### config.mk
export PLATFORM = sky130hd
export DESIGN_NAME = overlay_link_enumerator
export DESIGN_NICKNAME = d
export VERILOG_FILES = /design/src/sv/olink_pkg.sv /design/src/sv/olink_row_mem.sv /design/src/sv/olink_step.sv /design/src/sv/overlay_link_enumerator.sv
export SDC_FILE = /design/constraint.sdc
export NUM_CORES = 2
export LEC_CHECK = 0
export BUFFER_PORTS_ARGS = -buffer_cell sky130_fd_sc_hd__buf_2
export CAP_MARGIN = 0
export CORE_MARGIN = 2
export CORE_UTILIZATION = 60
export CTS_CLUSTER_DIAMETER = 100
export CTS_CLUSTER_SIZE = 16
export DETAILED_ROUTE_END_ITERATION = 10
export GPL_ROUTABILITY_DRIVEN = 0
export PLACE_DENSITY = 0.84
export SYNTH_ARGS = -nofsm -noshare
export SYNTH_HDL_FRONTEND = slang
export SYNTH_SLANG_ARGS = --single-unit
### constraint.sdc
create_clock -name i_clk -period 10.55 [get_ports i_clk]
set_clock_uncertainty 0.05 [all_clocks]
set_input_delay 2.11 -clock i_clk [delete_from_list [all_inputs] [get_ports i_clk]]
set_output_delay 2.11 -clock i_clk [all_outputs]
set_load 0.05 [all_outputs]
### src/sv/olink_pkg.sv
// Shared types and constants for the overlay link enumerator.
`default_nettype none
package olink_pkg;

    localparam int PW = 11;   // peer index, offset and row length width
    localparam int CW = 23;   // link counter width (clique of 2047 peers)

    localparam logic [1:0] MODE_LINE   = 2'd0;
    localparam logic [1:0] MODE_RING   = 2'd1;
    localparam logic [1:0] MODE_CLIQUE = 2'd2;
    localparam logic [1:0] MODE_TORUS  = 2'd3;

    localparam logic CFG_PEER_COUNT = 1'b0;
    localparam logic CFG_MODE       = 1'b1;

    typedef enum logic [1:0] {
        PH_DONE   = 2'd0,
        PH_SIMPLE = 2'd1,
        PH_ROWS   = 2'd2,
        PH_COLS   = 2'd3
    } t_phase;

    typedef struct packed {
        t_phase          phase;
        logic [PW-1:0]   x;
        logic [PW-1:0]   y;
        logic [PW-1:0]   off;
        logic [PW-1:0]   cur;
    } t_walk;

endpackage
`default_nettype wire

### src/sv/olink_row_mem.sv
// Row length store: one write port, one registered read port.
`default_nettype none
module olink_row_mem
    import olink_pkg::*;
#(
    parameter int DEPTH = 64,
    parameter int AW    = 6
) (
    input  wire logic          i_clk,
    input  wire logic          i_we,
    input  wire logic [AW-1:0] i_waddr,
    input  wire logic [PW-1:0] i_wdata,
    input  wire logic [AW-1:0] i_raddr,
    output logic      [PW-1:0] o_rdata
);
    logic [PW-1:0] mem [DEPTH];

    always_ff @(posedge i_clk) begin
        if (i_we) begin
            mem[i_waddr] <= i_wdata;
        end
        o_rdata <= mem[i_raddr];
    end
endmodule
`default_nettype wire

### src/sv/olink_step.sv
// One iteration of the topology walk: emit a link, skip, or stop.
`default_nettype none
module olink_step
    import olink_pkg::*;
(
    input  wire t_walk          i_walk,
    input  wire logic [PW-1:0]  i_len,
    input  wire logic [PW-1:0]  i_len0,
    input  wire logic [PW-1:0]  i_row_total,
    input  wire logic [PW-1:0]  i_n,
    input  wire logic [1:0]     i_mode,
    output t_walk               o_walk,
    output logic                o_emit,
    output logic                o_stop,
    output logic [PW-1:0]       o_a,
    output logic [PW-1:0]       o_b
);
    logic [PW:0] x1, y1;
    logic [PW-1:0] ox;

    assign x1 = {1'b0, i_walk.x} + 1'b1;
    assign y1 = {1'b0, i_walk.y} + 1'b1;
    assign ox = i_walk.off + i_walk.x;

    always_comb begin
        o_walk = i_walk;
        o_emit = 1'b0;
        o_stop = 1'b0;
        o_a    = '0;
        o_b    = '0;
        case (i_walk.phase)
            PH_DONE: begin
                o_stop = 1'b1;
            end
            PH_SIMPLE: begin
                if (i_mode == MODE_CLIQUE) begin
                    if (i_walk.y >= i_n) begin
                        o_walk.phase = PH_DONE;
                    end else if (i_walk.x >= i_n) begin
                        o_walk.y = y1[PW-1:0];
                        o_walk.x = '0;
                    end else if (i_walk.x == i_walk.y) begin
                        o_walk.x = x1[PW-1:0];
                    end else begin
                        o_emit   = 1'b1;
                        o_a      = i_walk.y;
                        o_b      = i_walk.x;
                        o_walk.x = x1[PW-1:0];
                    end
                end else if (y1 < {1'b0, i_n}) begin
                    o_emit   = 1'b1;
                    o_a      = i_walk.y;
                    o_b      = y1[PW-1:0];
                    o_walk.y = y1[PW-1:0];
                end else if (i_mode == MODE_RING && y1 == {1'b0, i_n}) begin
                    o_emit   = 1'b1;
                    o_a      = i_walk.y;
                    o_b      = '0;
                    o_walk.y = y1[PW-1:0];
                end else begin
                    o_walk.phase = PH_DONE;
                end
            end
            PH_ROWS: begin
                if (i_walk.y >= i_row_total || i_len < PW'(2)) begin
                    o_walk.phase = PH_COLS;
                    o_walk.x     = '0;
                    o_walk.y     = '0;
                    o_walk.off   = '0;
                    o_walk.cur   = i_len0;
                end else if (x1 < {1'b0, i_len}) begin
                    o_emit   = 1'b1;
                    o_a      = ox;
                    o_b      = ox + 1'b1;
                    o_walk.x = x1[PW-1:0];
                end else begin
                    o_emit     = 1'b1;
                    o_a        = ox;
                    o_b        = i_walk.off;
                    o_walk.off = i_walk.off + i_len;
                    o_walk.y   = y1[PW-1:0];
                    o_walk.x   = '0;
                end
            end
            PH_COLS: begin
                if (i_walk.x >= i_len0) begin
                    o_walk.phase = PH_DONE;
                end else if (y1 < {1'b0, i_row_total} && i_walk.x < i_len) begin
                    o_emit     = 1'b1;
                    o_a        = ox;
                    o_b        = ox + i_walk.cur;
                    o_walk.off = i_walk.off + i_walk.cur;
                    o_walk.y   = y1[PW-1:0];
                    o_walk.cur = i_len;
                end else if (i_walk.off == '0) begin
                    o_walk.phase = PH_DONE;
                end else begin
                    o_emit     = 1'b1;
                    o_a        = ox;
                    o_b        = i_walk.x;
                    o_walk.x   = x1[PW-1:0];
                    o_walk.y   = '0;
                    o_walk.off = '0;
                    o_walk.cur = i_len0;
                end
            end
            default: begin
                o_stop = 1'b1;
            end
        endcase
    end
endmodule
`default_nettype wire

### src/sv/overlay_link_enumerator.sv
// Overlay link enumerator: one link (peer pair) of a line, ring, clique or torus per item.
// Walk step: a row store read, then an evaluate; each skipped clique diagonal or phase
//   change adds another step. One item in flight: a request is taken only in idle, once
//   the previous result has been taken. Restart: line/ring/clique add a count state;
//   torus adds the root search, sqrt(n)+1 row store writes and a counting walk of all links.
// Reset (sync, active low): idle, no links, count 0, peer_count 2, mode line; row store unreset.
`default_nettype none
module overlay_link_enumerator
    import olink_pkg::*;
#(
    parameter int MAX_PEERS = 1024,
    parameter int MAX_ROWS  = 64
) (
    input  wire logic        i_clk,
    input  wire logic        i_rst_n,
    input  wire logic        i_cfg_we,
    input  wire logic        i_cfg_idx,
    input  wire logic [10:0] i_cfg_data,
    input  wire logic        i_valid,
    output logic             o_ready,
    input  wire logic        i_restart,
    output logic             o_valid,
    input  wire logic        i_ready,
    output logic             o_link_valid,
    output logic [9:0]       o_peer_a,
    output logic [9:0]       o_peer_b,
    output logic             o_last_link,
    output logic [19:0]      o_total_links
);
    localparam int AW = (MAX_ROWS > 1) ? $clog2(MAX_ROWS) : 1;
    localparam logic [16:0] MP = 17'(MAX_PEERS);
    localparam logic [PW+1:0] MR = (PW+2)'(MAX_ROWS);

    typedef enum logic [6:0] {
        ST_IDLE = 7'b0000001,
        ST_SQRT = 7'b0000010,
        ST_REM  = 7'b0000100,
        ST_FILL = 7'b0001000,
        ST_CNTF = 7'b0010000,
        ST_RD   = 7'b0100000,
        ST_EV   = 7'b1000000
    } t_state;

    t_state        r_state, n_state;
    t_walk         r_walk, n_walk;
    logic [PW-1:0] r_cfg_n, r_n, r_len0, r_rtot, r_s, r_rem, r_i;
    logic [1:0]    r_cfg_mode, r_mode;
    logic [CW-1:0] r_cnt, r_sent;
    logic          r_counting, r_inr;
    logic          r_out_valid, r_lv, r_last;
    logic [9:0]    r_pa, r_pb;

    // Row store read: current row in the row walk, next row in the column walk.
    logic [PW:0]   rd_idx;
    logic [PW-1:0] rdata, len_eff;
    assign rd_idx  = (r_walk.phase == PH_ROWS) ? {1'b0, r_walk.y} : {1'b0, r_walk.y} + 1'b1;
    assign len_eff = r_inr ? rdata : '0;

    // Torus fill: rows below s hold s, the first ceil(rem/2) get one more; row s gets the rest.
    logic [PW-1:0] half_up, half_dn, fill_data;
    logic          fill_we;
    assign half_up   = PW'(({1'b0, r_rem} + 1'b1) >> 1);
    assign half_dn   = r_rem >> 1;
    assign fill_data = (r_i < r_s) ? r_s + PW'(r_i < half_up) : half_dn;
    assign fill_we   = (r_state == ST_FILL) && ({2'b0, r_i} < MR);

    olink_row_mem #(.DEPTH(MAX_ROWS), .AW(AW)) u_rows (
        .i_clk   (i_clk),
        .i_we    (fill_we),
        .i_waddr (r_i[AW-1:0]),
        .i_wdata (fill_data),
        .i_raddr (rd_idx[AW-1:0]),
        .o_rdata (rdata)
    );

    t_walk         st_walk;
    logic          st_emit, st_stop;
    logic [PW-1:0] st_a, st_b;

    olink_step u_step (
        .i_walk      (r_walk),
        .i_len       (len_eff),
        .i_len0      (r_len0),
        .i_row_total (r_rtot),
        .i_n         (r_n),
        .i_mode      (r_mode),
        .o_walk      (st_walk),
        .o_emit      (st_emit),
        .o_stop      (st_stop),
        .o_a         (st_a),
        .o_b         (st_b)
    );

    logic          accept;
    logic [PW-1:0] n_cap, sp1;
    logic [2*PW-1:0] sq, ss, clq;
    logic [CW-1:0] sent_inc;
    assign o_ready  = (r_state == ST_IDLE) && !r_out_valid;
    assign accept   = i_valid && o_ready;
    assign n_cap    = ({6'b0, r_cfg_n} > MP) ? MP[PW-1:0] : r_cfg_n;
    assign sp1      = r_s + 1'b1;
    assign sq       = sp1 * sp1;
    assign ss       = r_s * r_s;
    assign clq      = r_n * (r_n - 1'b1);
    assign sent_inc = r_sent + 1'b1;
    assign n_walk   = st_walk;

    always_ff @(posedge i_clk) begin
        if (!i_rst_n) begin
            r_state      <= ST_IDLE;
            r_walk.phase <= PH_DONE;
            r_cfg_n      <= PW'(2);
            r_cfg_mode   <= MODE_LINE;
            r_cnt        <= '0;
            r_sent       <= '0;
            r_out_valid  <= 1'b0;
            r_counting   <= 1'b0;
        end else begin
            r_state <= n_state;
            if (i_cfg_we) begin
                case (i_cfg_idx)
                    CFG_PEER_COUNT: r_cfg_n    <= i_cfg_data;
                    CFG_MODE:       r_cfg_mode <= i_cfg_data[1:0];
                    default:        r_cfg_mode <= r_cfg_mode;
                endcase
            end
            if (o_valid && i_ready) begin
                r_out_valid <= 1'b0;
            end
            case (r_state)
                ST_IDLE: begin
                    if (accept && i_restart) begin
                        r_n        <= n_cap;
                        r_mode     <= r_cfg_mode;
                        r_walk.x   <= '0;
                        r_walk.y   <= '0;
                        r_walk.off <= '0;
                        r_sent     <= '0;
                        r_cnt      <= '0;
                        r_counting <= 1'b0;
                        r_s        <= '0;
                        if (n_cap < PW'(2)) begin
                            r_walk.phase <= PH_DONE;
                        end else if (r_cfg_mode == MODE_TORUS) begin
                            r_walk.phase <= PH_ROWS;
                        end else begin
                            r_walk.phase <= PH_SIMPLE;
                        end
                    end
                end
                ST_SQRT: begin
                    if (sq <= {{PW{1'b0}}, r_n}) begin
                        r_s <= sp1;
                    end
                end
                ST_REM: begin
                    r_rem <= r_n - ss[PW-1:0];
                    r_i   <= '0;
                end
                ST_FILL: begin
                    r_i <= r_i + 1'b1;
                    if (r_i == r_s) begin
                        // Row s counts only when it is stored and holds peers.
                        r_rtot     <= ({2'b0, r_s} < MR && half_dn != '0) ? sp1 : r_s;
                        r_len0     <= r_s + PW'(half_up != '0);
                        r_counting <= 1'b1;
                    end
                end
                ST_CNTF: begin
                    case (r_mode)
                        MODE_CLIQUE: r_cnt <= CW'(clq);
                        MODE_RING:   r_cnt <= CW'(r_n);
                        default:     r_cnt <= CW'(r_n - 1'b1);
                    endcase
                end
                ST_RD: begin
                    r_inr <= ({1'b0, rd_idx} < MR);
                end
                ST_EV: begin
                    if (r_counting) begin
                        if (st_stop) begin
                            // Count done: rewind the walk for the real first link.
                            r_walk.phase <= PH_ROWS;
                            r_walk.x     <= '0;
                            r_walk.y     <= '0;
                            r_walk.off   <= '0;
                            r_counting   <= 1'b0;
                        end else begin
                            r_walk <= n_walk;
                            if (st_emit) begin
                                r_cnt <= r_cnt + 1'b1;
                            end
                        end
                    end else begin
                        r_walk <= n_walk;
                        if (st_emit || st_stop) begin
                            r_out_valid <= 1'b1;
                            r_lv        <= st_emit;
                            r_pa        <= st_emit ? st_a[9:0] : 10'd0;
                            r_pb        <= st_emit ? st_b[9:0] : 10'd0;
                            r_last      <= st_emit && (sent_inc == r_cnt);
                            if (st_emit) begin
                                r_sent <= sent_inc;
                            end
                        end
                    end
                end
                default: begin
                    r_counting <= r_counting;
                end
            endcase
        end
    end

    always_comb begin
        n_state = r_state;
        case (r_state)
            ST_IDLE: begin
                if (accept) begin
                    if (!i_restart || n_cap < PW'(2)) begin
                        n_state = ST_RD;
                    end else if (r_cfg_mode == MODE_TORUS) begin
                        n_state = ST_SQRT;
                    end else begin
                        n_state = ST_CNTF;
                    end
                end
            end
            ST_SQRT: begin
                if (sq > {{PW{1'b0}}, r_n}) begin
                    n_state = ST_REM;
                end
            end
            ST_REM:  n_state = ST_FILL;
            ST_FILL: begin
                if (r_i == r_s) begin
                    n_state = ST_RD;
                end
            end
            ST_CNTF: n_state = ST_RD;
            ST_RD:   n_state = ST_EV;
            ST_EV: begin
                if (!r_counting && (st_emit || st_stop)) begin
                    n_state = ST_IDLE;
                end else begin
                    n_state = ST_RD;
                end
            end
            default: n_state = ST_IDLE;
        endcase
    end

    assign o_valid       = r_out_valid;
    assign o_link_valid  = r_lv;
    assign o_peer_a      = r_pa;
    assign o_peer_b      = r_pb;
    assign o_last_link   = r_last;
    assign o_total_links = r_cnt[19:0];
endmodule
`default_nettype wire

=== Word level (Yosys, flattened, before mapping) ===
Memories as Yosys holds them, arrays and structs flattened. A register that Yosys moved wholly into a read port is not among the register bits.
Cells that the tools add are included.

* Register bits: 205
* Bits in writable memories: 704
* Input bits: 18
* Logic and storage cells: 236
* Memories kept: 1

{| class="wikitable"
|+ Memories
! memory !! depth !! bits a word !! read ports !! clocked after memory_dff !! wr ports !! line !! source
|-
| u_rows.mem || 64 || 11 || 1 || 1 || 1 || olink_row_mem.sv:16 || <nowiki>logic [PW-1:0] mem [DEPTH];</nowiki>
|}

* Add/subtract/negate cells: 17
* Multiply operators: 3
* Magnitude comparators: 18
* Equality and inequality tests: 28
* Muxes and demuxes: 102
* Bitwise logic cells: 2
* Reduce and logical (&&, ||, !) cells: 41

{| class="wikitable"
|+ Operator list
! operator !! count
|-
| $mux W10 || 20
|-
| $mux W11 || 15
|-
| $mux W23 || 7
|-
| $pmux W23 S2 || 2
|-
| $mux W44 || 2
|-
| $pmux W24 S3 || 1
|-
| $mux W35 || 2
|-
| $pmux W35 S2 || 1
|-
| $pmux W23 S3 || 1
|-
| $mux W33 || 2
|-
| $pmux W10 S3 || 2
|-
| $pmux W7 S7 || 1
|-
| $add A23 B1 Y23 const B || 2
|-
| $mux W46 || 1
|-
| $ge A11 B11 Y1 || 4
|-
| $mux W22 || 2
|-
| $pmux W11 S2 || 2
|-
| $pmux W22 S2 || 1
|-
| $add A11 B1 Y12 const B || 3
|-
| $lt A12 B11 Y1 || 3
|-
| $lt A11 B11 Y1 || 3
|-
| $sub A11 B1 Y12 const B || 2
|-
| $eq A23 B23 Y1 || 1
|-
| $add A11 B1 Y11 || 2
|-
| other kinds (48) || 129
|}

=== Depth between registers and ports, before layout ===
* Word-level depth: 11
* Mapped depth: 32
* Depth with buffers taken out: 30

=== Hierarchy ===
Synthesis repeated with hierarchy kept, for this count alone.

* Cell total of the unflattened synthesis: 4,542
* Area total of the unflattened synthesis: 54,639.9 um^2

{| class="wikitable"
|+ By module, submodules not included
! module !! instances !! cells an instance !! area each (um^2)
|-
| olink_row_mem || 1 || 1,380 || 27,594.0
|-
| overlay_link_enumerator || 1 || 2,263 || 20,676.1
|-
| olink_step || 1 || 899 || 6,369.9
|}

=== Worst setup path after synthesis ===
OpenSTA, ideal clock, no wires.

* Path kind: flip-flop to flip-flop
* Start point: register r_s[4]
* End point: register r_s[0], enable pin
* Data arrival time: 7.364 ns
* Data required time: 10.122 ns
* Slack: 2.758 ns
* Stages on the path, launching flop included: 27
* Buffers on the path: 2
* Clock period less this slack: 7.792 ns
* Cells stage by stage: edfxtp_1 > clkbuf_1 > inv_1 > nor3_1 > nand3_1 > xnor2_1 > clkbuf_1 > nor2_1 > inv_1 > fa_1 > fa_1 > inv_1 > fa_1 > fa_1 > inv_1 > fa_1 > inv_1 > ha_1 > nand3_1 > a2111oi_0 > nor4b_1 > nor3_1 > mux2i_1 > nand4_1 > a2111oi_2 > nor2_1 > nor2_1

* Longest elaborated chain between the ends: 5

{| class="wikitable"
|+ Ends and longest elaborated chain
! what !! line !! source
|-
| start, declared || overlay_link_enumerator.sv:46 || <nowiki>logic [PW-1:0] r_cfg_n, r_n, r_len0, r_rtot, r_s, r_rem, r_i;</nowiki>
|-
| start signal, assigned || overlay_link_enumerator.sv:153 || <nowiki>r_s <= sp1;</nowiki>
|-
| $add A11 B1 Y11 || overlay_link_enumerator.sv:101 || <nowiki>assign sp1 = r_s + 1'b1;</nowiki>
|-
| $mul A11 B11 Y22 || overlay_link_enumerator.sv:102 || <nowiki>assign sq = sp1 * sp1;</nowiki>
|-
| $le A22 B11 Y1 || overlay_link_enumerator.sv:152 || <nowiki>if (sq <= {{PW{1'b0}}, r_n}) begin</nowiki>
|-
| $ne A2 B2 Y1 (no line) || n/a ||
|-
| $reduce_and A4 Y1 (no line) || n/a ||
|}

Every way passes these cells.
A chain may end at the register's enable or synchronous reset.

=== Final worst setup path ===
* Start point: register r_s[2]
* End point: register r_s[10], enable pin

The elaborated chain is that of the path after synthesis.

==> metrics.cfg <==
[finish]
drive_gt1_frac = 0.118
syn2layout_area_growth_pct = 6.33
final_area_um2 = 56500
final_util = 0.642
nets = 4596
fin_cells = 5251

[sta]
slew_violations = 0
worst-slew-pin-transition_ns = 1.32
fin_setup_tns_ns = 0
max_freq_mhz = 104
finalHoldViolations = 0
relSlewSlack = 0.119
post-route-period-util = 0.907
setup_viol = 0
rsz0062_at_grt = no
period_needed_ns = 9.57

[critical_path]
crit_start = r_s[2]$_SDFFCE_PP0P_
required_ns = 10.78
cp_max_fo = 15
end_kind = flop
cp-start-kind = flop
critical_path_class = reg -> reg
rr_startpoint = r_s[2]$_SDFFCE_PP0P_
worstPathArrival_ns = 9.81

[place]
placed_area_um2 = 54500
dp.cells = 5151
dp_hpwl_um = 95400
port_buffers = 61

[floorplanning]
ios = 62
rows = 109
fp.dieH_um = 302
core_area_um2 = 88100
start_util = 0.603
fp.dieW_um = 302
dieArea_um2 = 91000

[global_route]
grt_pass1_wl_um = 223000
grt_overflow_total = 0
grt_usage = 0.329
grt_start_max_net_pins = 149
antenna_found_initial = 11
first_global_vias = 35397

[clock_network]
clock_path_buffers = 3
cts_max_level = 3
cts.sink_count = 920
cts_buffers = 68
clkLatencyLatePin_ns = 0.68
cts_tree = done
ctsHoldBuffers = 0
ctsRootBufferMaster = clkbuf_16
cts_resized = 0
cts.clk_slew.worst_paths_ns = 0.08
post_cts_buffers = 0

[logic_synthesis]
ys.flop_type = edfxtp_1
ys_types = 93
syn_avg_cell_area_um2 = 13.1
ys_ff_latch = 920
async_flop_share = 0
yosysWarnings = 0
synth_cells = 4062
synth_edf_count = 839
syn-num-nets = 4601
syn_area_um2 = 53200
ys_seq_area_frac = 0.504

[drt]
wire_per_inst_um = 28.2
drtIter0Drc = 5116
via_per_inst = 6.87
firstDrtPassIters = 6
route.detailed.drc = 0
vias = 36053
antenna_left = 0
wl_um = 148000

[pwr]
power.total_mw = 9.51
leakage_nw = 20.9
vdd_drop_max_uv = 219
power_density_nw_per_um2 = 168

[min_path]
hold_path_class = reg -> reg
hp-start = r_cfg_n[3]$_SDFFE_PN0P_

[run]
drv_cap = 0

[status]
status = finished, final reports clean

sequential cells by signal, indices dropped and copies added (netlist names), 23 cells and up:
signal	flops
r_cnt	23
r_sent	23
r_walk	46
u_rows.mem	704
synthesized netlist by cell type (28+ instances only):
cell        n  area (µm²)
dfxtp_1    81        1620
xnor2_1   145        1270
nand2_1   235         882
nand2b_1   78         488
a21oi_1   126         631
nor2b_1    28         175
nor2_1    315        1180
o211ai_1   43         323
inv_1     384        1440
nand3_1   121         606
buf_4      28         210
mux4_2    231        5200
nand4_1    31         194
edfxtp_1  839       25200
xor2_1     76         666
ha_1      331        4140
o21ai_0    82         410
a21o_1     38         285
and3_1     28         175
clkbuf_1  122         458
fa_1      190        3800
o31ai_1    37         278
nor3_1     58         290
power by group:
group,switching (mW),internal [mW]
Clock,1.32,1.23
Combinational,1.68,1.22
Sequential,0.0539,4.02
logic make-up after synthesis:
| kind of cell | synth area share |
|---|---|
| flip-flops | 0.504 |
| adder cells (fa/ha/maj) | 0.149 |
| multiplexers | 0.103 |
| XOR/XNOR | 0.0367 |
| AO/OA/AOI/OAI | 0.0711 |
| AND/OR/NAND/NOR | 0.0905 |
| buffers and inverters | 0.0447 |
layout make-up:
class	count	area, µm²
diodes	3	7.51
inverters	395	1490
multi-input cells	2556	24100
flip-flops and latches	920	26800
clock inverters	8	124
clock buffers	88	1820
fillers	5983	31600
repair buffers	116	756
well taps	1165	1460
through the flow:
step | setup WS (ns) | hold slack (ns)
finish | 0.980 | 0.438
global route | 0.562 | 0.463
detailed placement | 1.26 | 0.416
global placement | 1.77 | 0.415
CTS | 1.20 | 0.434
floorplan | 2.76 | 0.392
cells in the final DEF (no fill, tap or decap), types with 70 or more instances in the layout:
master     instances
nand2b_1          78
o21ai_0           82
inv_1            384
mux4_2           231
clkbuf_16         70
fa_1             190
a21oi_1          125
xor2_1            74
nand3_1          121
ha_1             331
dfxtp_1           81
edfxtp_1         839
xnor2_1          144
nor2_1           313
nand2_1          235
layer usage:
layer,part of all wire,track usage,up-vias
met5,0.00091,0,-
li1,-,-,14901
met2,0.47,0.524,2750
met3,0.12,0.0815,656
met1,0.35,0.423,17728
met4,0.064,0.164,18
path summary, 6_finish.rpt:
check / end / slack [ns] / depth (start not counted)
worst max-delay path: r_s[10]$_SDFFCE_PP0P_ / 0.98 / 22
worst min-delay path: r_cfg_n[3]$_SDFFE_PN0P_ / 0.44 / 2
worst max register to register: r_s[10]$_SDFFCE_PP0P_ / 0.98 / 22
worst min register to register: r_cfg_n[3]$_SDFFE_PN0P_ / 0.44 / 2
worst max-delay path, cell delays in order, from the launching register on:
cell and delay [ns]:
edfxtp_1 0.79, inv_1 0.20, nor3_1 0.21, buf_4 0.18, nand4_1 0.12, xnor2_1 0.54, clkinv_1 0.47, nor2_1 0.34
fa_1 0.48, fa_1 0.56, fa_1 0.45, fa_1 0.51, fa_1 0.43, ha_1 0.38, nand3_1 0.14, a2111oi_0 0.71
nor4b_1 0.15, nor3_1 0.37, mux2i_1 0.29, nand4_1 0.15, a2111oi_2 0.87, nor2_1 0.09, nor2_1 0.70
(Power assumes the default switching activity.)
